$ cat config.mk
export PLATFORM = sky130hd
export DESIGN_NAME = gn3_front_flat
export DESIGN_NICKNAME = d
export VERILOG_FILES = /design/src/rtl/core/gradient_noise_3d_core_assert.svh /design/src/rtl/core/gn3_pkg.sv /design/src/rtl/core/gn3_if.sv /design/src/rtl/core/gn3_front.sv /design/src/flat_wrapper.sv
export SDC_FILE = /design/constraint.sdc
export NUM_CORES = 1
export LEC_CHECK = 0
export BUFFER_PORTS_ARGS = -buffer_cell sky130_fd_sc_hd__buf_4
export CORE_MARGIN = 8
export CORE_UTILIZATION = 41
export CTS_CLUSTER_DIAMETER = 40
export CTS_CLUSTER_SIZE = 14
export DETAILED_ROUTE_END_ITERATION = 12
export GPL_TIMING_DRIVEN = 0
export PLACE_DENSITY = 0.63
export SLEW_MARGIN = 20
export SYNTH_ARGS = -nofsm -noshare
export SYNTH_HDL_FRONTEND = slang
export SYNTH_SLANG_ARGS = --single-unit
$ cat constraint.sdc
create_clock -name clk -period 5.2 [get_ports clk]
set_input_delay 0.26 -clock clk [delete_from_list [all_inputs] [get_ports clk]]
set_output_delay 0.26 -clock clk [all_outputs]
set_load 0.02 [all_outputs]
$ cat src/rtl/core/gradient_noise_3d_core_assert.svh
// Assertion helpers shared by the core.
`ifndef GRADIENT_NOISE_3D_CORE_ASSERT_SVH
`define GRADIENT_NOISE_3D_CORE_ASSERT_SVH

// implication checked on every edge outside reset
`define GN3_AST(lbl, ante, cons) \
  lbl: assert property (@(posedge clk) disable iff (!rst_n) (ante) |-> (cons)) \
    else $error("gn3 check failed");

// signal must be low in the cycle after reset is applied
`define GN3_AST_RST(lbl, sig) \
  lbl: assert property (@(posedge clk) !rst_n |=> !(sig)) \
    else $error("gn3 reset check failed");

`endif

$ cat src/rtl/core/gn3_pkg.sv
package gn3_pkg;

  localparam int TABLE_SIZE = 256;
  localparam int TAW        = 8;
  localparam int COORD_W    = 24;
  localparam int OUT_W      = 18;
  localparam int OUT_MAX    = 131071;
  localparam int OUT_MIN    = -131072;
  localparam int QDEPTH     = 4;
  localparam int QAW        = 2;
  localparam int NCOPY      = 7;

  typedef enum logic {
    CMD_LOAD = 1'b0,
    CMD_EVAL = 1'b1
  } cmd_t;

  typedef struct packed {
    logic               is_eval;
    logic [TAW-1:0]     perm_index;
    logic [7:0]         perm_value;
    logic [COORD_W-1:0] coord_x;
    logic [COORD_W-1:0] coord_y;
    logic [COORD_W-1:0] coord_z;
  } req_t;

  typedef struct packed {
    logic valid;
    req_t req;
  } q_head_t;

  typedef struct packed {
    logic pop_eval;
    logic pop_load;
    logic busy;
  } back_stat_t;

  typedef enum logic [1:0] {
    VSRC_X,
    VSRC_Y,
    VSRC_Z
  } vsrc_t;

  typedef struct packed {
    logic  u_from_y;
    vsrc_t v_src;
    logic  neg_u;
    logic  neg_v;
  } gsel_t;

  function automatic gsel_t grad_sel(input logic [3:0] h);
    gsel_t s;
    s.u_from_y = h[3];
    case (h) inside
      [4'd0:4'd3]:  s.v_src = VSRC_Y;
      4'd12, 4'd14: s.v_src = VSRC_X;
      default:      s.v_src = VSRC_Z;
    endcase
    s.neg_u = h[0];
    s.neg_v = h[1];
    return s;
  endfunction

endpackage

$ cat src/rtl/core/gn3_if.sv
interface gn3_in_if;
  logic        valid;
  logic        ready;
  logic        cmd;
  logic [7:0]  perm_index;
  logic [7:0]  perm_value;
  logic [23:0] coord_x;
  logic [23:0] coord_y;
  logic [23:0] coord_z;

  modport source (output valid, cmd, perm_index, perm_value, coord_x, coord_y, coord_z,
                  input ready);
  modport sink   (input valid, cmd, perm_index, perm_value, coord_x, coord_y, coord_z,
                  output ready);
endinterface


$ cat src/rtl/core/gn3_front.sv
module gn3_front (
  input  logic                clk,
  input  logic                rst_n,
  gn3_in_if.sink              in_ch,
  input  gn3_pkg::back_stat_t stat,
  output gn3_pkg::q_head_t    head
);
  import gn3_pkg::*;

  req_t           q_r [QDEPTH];
  logic [QAW-1:0] wp_r, wp_nxt;
  logic [QAW-1:0] rp_r, rp_nxt;
  logic [QAW:0]   cnt_r, cnt_nxt;
  logic           push, pop;
  req_t           req_in;

  assign in_ch.ready = (cnt_r != (QAW+1)'(QDEPTH));
  assign push = in_ch.valid && in_ch.ready;
  assign pop  = stat.pop_eval || stat.pop_load;

  always_comb begin
    req_in.is_eval    = (cmd_t'(in_ch.cmd) == CMD_EVAL);
    req_in.perm_index = in_ch.perm_index;
    req_in.perm_value = in_ch.perm_value;
    req_in.coord_x    = in_ch.coord_x;
    req_in.coord_y    = in_ch.coord_y;
    req_in.coord_z    = in_ch.coord_z;
  end

  always_comb begin
    wp_nxt  = push ? wp_r + 1'b1 : wp_r;
    rp_nxt  = pop ? rp_r + 1'b1 : rp_r;
    cnt_nxt = cnt_r + (QAW+1)'(push) - (QAW+1)'(pop);
  end

  always_ff @(posedge clk) begin
    if (!rst_n) begin
      wp_r  <= '0;
      rp_r  <= '0;
      cnt_r <= '0;
    end else begin
      wp_r  <= wp_nxt;
      rp_r  <= rp_nxt;
      cnt_r <= cnt_nxt;
    end
  end

  always_ff @(posedge clk) begin
    if (push) begin
      q_r[wp_r] <= req_in;
    end
  end

  assign head.valid = (cnt_r != '0);
  assign head.req   = q_r[rp_r];

endmodule

$ cat src/flat_wrapper.sv
// flat-port wrapper written by rule: the top's interface ports become plain ports
module gn3_front_flat import gn3_pkg::*;
  (clk, rst_n, stat, head, in_ch_valid, in_ch_cmd, in_ch_perm_index, in_ch_perm_value, in_ch_coord_x, in_ch_coord_y, in_ch_coord_z, in_ch_ready);
  gn3_in_if in_ch_i ();
  input  logic clk;
  input  logic rst_n;
  input  gn3_pkg::back_stat_t stat;
  output gn3_pkg::q_head_t head;
  input wire logic [$bits(in_ch_i.valid)-1:0] in_ch_valid;
  input wire logic [$bits(in_ch_i.cmd)-1:0] in_ch_cmd;
  input wire logic [$bits(in_ch_i.perm_index)-1:0] in_ch_perm_index;
  input wire logic [$bits(in_ch_i.perm_value)-1:0] in_ch_perm_value;
  input wire logic [$bits(in_ch_i.coord_x)-1:0] in_ch_coord_x;
  input wire logic [$bits(in_ch_i.coord_y)-1:0] in_ch_coord_y;
  input wire logic [$bits(in_ch_i.coord_z)-1:0] in_ch_coord_z;
  output wire logic [$bits(in_ch_i.ready)-1:0] in_ch_ready;
  assign in_ch_i.valid = in_ch_valid;
  assign in_ch_i.cmd = in_ch_cmd;
  assign in_ch_i.perm_index = in_ch_perm_index;
  assign in_ch_i.perm_value = in_ch_perm_value;
  assign in_ch_i.coord_x = in_ch_coord_x;
  assign in_ch_i.coord_y = in_ch_coord_y;
  assign in_ch_i.coord_z = in_ch_coord_z;
  assign in_ch_ready = in_ch_i.ready;
  gn3_front u_core (.clk(clk), .rst_n(rst_n), .in_ch(in_ch_i), .stat(stat), .head(head));
endmodule
* After elaboration in Yosys (flattened, before gate mapping)
Memories as Yosys holds them, arrays and structs flattened. A register that Yosys moved wholly into a read port is not among the register bits.
Cells that the tools add are included.
** Cells by class
- $add $sub $neg :: 4
- Equal/unequal tests :: 1
- Reductions and logical operators :: 3
- Muxes and demuxes :: 4
** Operator list (number)
- 2-bit by 1-bit adder with 2-bit output, second input constant :: 2
- 2-bit 2-to-1 mux :: 2
- 3-bit by 1-bit adder with 3-bit output :: 1
- 3-bit != test, second input constant :: 1
- 3-bit nonzero test :: 1
- 3-bit by 1-bit subtractor with 3-bit output :: 1
- 1-bit 2-to-1 mux :: 2
- 1-bit logical AND :: 1
- 1-bit logical OR :: 1
** Storage, ports and cells
- Input port bits :: 95
- Memories :: 1
- Word-level logic and storage cells :: 16
- RAM bits :: 356
- Flip-flop bits (word level) :: 7
- Output and inout bits :: 91
** Memory list
- u_core.q_r :: words 4, bits a word 89, rd ports 1, clocked after memory_dff 1, write ports 1, line gn3_front.sv:10 : req_t q_r [QDEPTH];

* Logic depth before layout (Yosys ltp)
- Depth in word-level cells :: 4
- Gate-level depth with buffers :: 9
- Mapped depth without buffers :: 9

* Worst setup path before layout
OpenSTA, ideal clock, no wires.
- Path kind :: flip-flop to flip-flop
- Start :: register u_core.cnt_r[1]
- End :: memory u_core.q_r[0][0] in the netlist's numbering, enable pin
- Buffers on the path :: 0
- Data required time :: 4.743 ns
- Setup time :: 0.457 ns
- Stages on the path, launching flop included :: 4
- Period minus slack after synthesis :: 3.425 ns
- Data arrival time :: 2.967 ns
- Slack :: 1.775 ns
- Path through :: dfxtp_1 > nor2_1 > a21boi_1 > and2_1
** On the way
- Longest elaborated chain between the ends :: 4
** RTL lines
- start: declaration :: line gn3_front.sv:13 : logic [QAW:0] cnt_r, cnt_nxt;
- start signal: assignment :: line gn3_front.sv:44 : cnt_r <= cnt_nxt;
- 3-bit != test :: line gn3_front.sv:17 : assign in_ch.ready = (cnt_r != (QAW+1)'(QDEPTH));
- 1-bit logical AND :: line gn3_front.sv:18 : assign push = in_ch.valid && in_ch.ready;
- via u_core.push :: line gn3_front.sv:14 : logic push, pop;
- 1-bit 2-to-1 mux :: line gn3_front.sv:49 : if (push) begin
- 1-bit 2-to-1 mux (not written as such) :: line gn3_front.sv:50 : q_r[wp_r] <= req_in;
- end: declaration :: line gn3_front.sv:10
The timed path passes the listed nets, and every way through them passes these cells.

==> impl_metrics.csv <==
group,metric,value,unit
yosys,ys_seq_area_share,81.87,%
clocking,cts_buffers,43,
yosys,yosysWarningCount,0,
yosys,syn_area_per_cell,25.88,um^2
floorplan,dieArea,38400,um^2
worst_setup_path,r2r_end,"u_core.q_r[3][83]",
layout,syn2layout_area_growth,32.82,%
routing,firstDrtPassIters,4,
yosys,synthTopCellsByCount,"edfxtp_1 (356), mux4_2 (89), buf_2 (10), dfxtp_1 (9), clkbuf_1 (8)",
placement,hpwlAfterDp,16410,um
yosys,ys_ff_latch,365,
clocking,cts_resized,0,
layout,drive_gt1_share,42.40,%
worst_setup_path,critPathKind,"reg2out",
routing,vias,6375,
sta,slew_headroom,49.67,%
yosys,async_flop_share,0,%
placement,port_buffers,183,
power_and_ir_drop,power.total,7944,uW
yosys,synth_area_leaders,"edfxtp_1 (81%), mux4_2 (15%), dfxtp_1 (1.4%)",
global_route,grt-ovfl-total,0,
worst_setup_path,reg2reg_slack,2.63,ns
sta,setup_viol,0,
power_and_ir_drop,ir_worst_vdd,0.4036,mV
worst_setup_path,crit_buf_inv,4,
floorplan,row_count,66,
yosys,synthCells,513,
floorplan,io_pins,186,
hold_path,worstHoldStart,"stat[2]",
sta,fin_crit_sh,50.26,%
routing,routed_wl,26500,um
sta,fin_crit,2.613,ns
worst_setup_path,arrival,2.35,ns
hold_path,worstHoldPathCells,3,
worst_setup_path,start_kind,"register",
routing,routedWlPerCell,20.76,um
sta,tightest_slew,0.7549,ns
global_route,grt_pass1_wl,41400,um
clocking,insertion_delay,0.53,ns
floorplan,core-area,32210,um^2
clocking,clk_pin_slew,0.06,ns
sta,max_clock_freq,382.6,MHz
hold_path,min_path_type,"in2reg",
worst_setup_path,slowest_stage,"mux4_2",
placement,routabilityCongestion,0.7040,
layout,nets,936,
floorplan,die_y,196.0,um
clocking,htreeDepth,2,
worst_setup_path,critPathMaxFanout,10,
yosys,yosysTopAreaCellShare,80.51,%
flow_run,drv_cap,0,
layout,nFillCells,2440,
worst_setup_path,cp_top_family,"buffers and inverters",
yosys,synth_cell_types,22,
global_route,grt_max_degree,47,
sta,finalSetupTns,0,ns
routing,drtAntennaViolNets,0,
worst_setup_path,reg2reg_from,"u_core.cnt_r[1]",
sta,fin_hold_ws,0.08643,ns
yosys,yosys.area.top_type,"edfxtp_1",
clocking,cts_root_buffer,"clkbuf_16",
global_route,grt_usage,13.90,%
yosys,synth_area,13280,um^2
yosys,synth-edff-count,356,
sta,rsz0062_at_grt,"no",
worst_setup_path,worstPathRequired,4.94,ns
global_route,grt_pass1_vias,7342,
worst_setup_path,slowest_delay,0.37,ns
worst_setup_path,worst_r2r_path_depth,4,
clocking,cts_setup_buffers,0,
worst_setup_path,path_cells,"buf_2, buf_2, buf_2, mux4_2, buf_4",
worst_setup_path,crit_top_cell,"buf_2",
floorplan,start_util,41.23,%
clocking,cts_tree,"yes",
sta,maxSlewViolCount,0,
power_and_ir_drop,cellPowerDensity,450.4,nW/um^2
routing,drc,0,
worst_setup_path,end_kind,"output pin",
routing,viasPerCell,4.996,
yosys,synth_nets,615,
global_route,antenna_found_initial,1,
clocking,clockBufferDepth,3,
sta,clock_skew,0.01151,ns
yosys,yosys_most_used_dff,"edfxtp_1",
floorplan,chipWidth,196.0,um
clocking,holdBufCountCts,89,
yosys,yosysMostFrequentCell,"edfxtp_1",
clocking,cts.sinks,365,
run_status,status,"finished clean",
power_and_ir_drop,p_leak,0.006053,uW
layout,n_antenna_cell,0,
routing,drt_iter0_drc,284,
sta,hold_violations,0,
==> worst max-delay path by stage <==
stage,from,end,depth (start not counted)
3_5_place_dp,u_core.cnt_r[1],u_core.q_r[3][79],4
5_1_grt,register,head[83],5
3_3_place_gp,u_core.cnt_r[1],u_core.q_r[1][79],3
2_1_floorplan,u_core.cnt_r[1],u_core.q_r[0][0],3
4_1_cts,register,head[81],5
6_report,register,head[83],5
==> worst reg2reg max path, cell delays in order, from the launching register on <==
cell and delay, ns:
dfxtp_1 0.41, nor2_1 0.09, a21boi_1 0.59, and2_4 0.76, buf_16 0.35
==> through the flow <==
stage	util, %	instances	setup WS [ns]	instance area [um^2]
finish	54.76	1276	2.587	17640
CTS	54.76	1276	2.492	17640
detailed placement	47.45	1108	2.602	15280
global placement	47.08	1104	0.09143	15160
floorplan	-	513	1.775	13280
global route	54.76	1276	2.467	17640
==> cell usage in the layout (no fill, tap or decap), drive strengths merged, types with 2 or more instances in the layout <==
master and n:
bufinv 6, mux2i 2, dlygate4sd3 89, and2 7, mux4 89, and3 2, edfxtp 356, dfxtp 9
clkbuf 53, inv 14, ha 6, clkinv 11, xnor2 3, nand2 5, or3 2, buf 200
clkinvlp 8
==> layout make-up <==
type	instances	area (um^2)	area share (%)
Buffer	21	126.4	0.7166
Clock buffer	45	1084	6.144
Clock inverter	34	379.1	2.150
Inverter	5	18.77	0.1064
Multi-Input combinational cell	122	2272	12.88
Sequential cell	365	10870	61.64
Tap cell	408	510.5	2.895
Timing Repair Buffer	276	2375	13.47
==> kinds of logic after synthesis <==
kind of cell | share of synthesized area (%)
AND/OR/NAND/NOR | 0.7821
flip-flops | 81.87
AO/OA/AOI/OAI | 0.09422
multiplexers | 15.25
XOR/XNOR | 0.1979
adder cells (fa/ha/maj) | 0.7162
buffers and inverters | 1.093
==> registers in the layout, indices dropped and copies added, names as in the netlist, named ones only <==
signal        count
u_core.q_r      356
u_core.cnt_r      3
u_core.rp_r       2
u_core.wp_r       2
==> where the power goes <==
group | leakage (uW) | internal [uW] | switching, uW
Clock | 0.000698 | 1840 | 1170
Combinational | 0.00202 | 584 | 710
Sequential | 0.00333 | 3570 | 68.7
==> routing by layer <==
metal	global-route usage, %	vias up	share of wire, %
met3	3.478	44	5.2
li1	-	2846	-
met5	0	-	0.049
met4	4.295	2	2.1
met2	24.24	164	51
met1	16.84	3319	41
(Power assumes the default switching activity.)
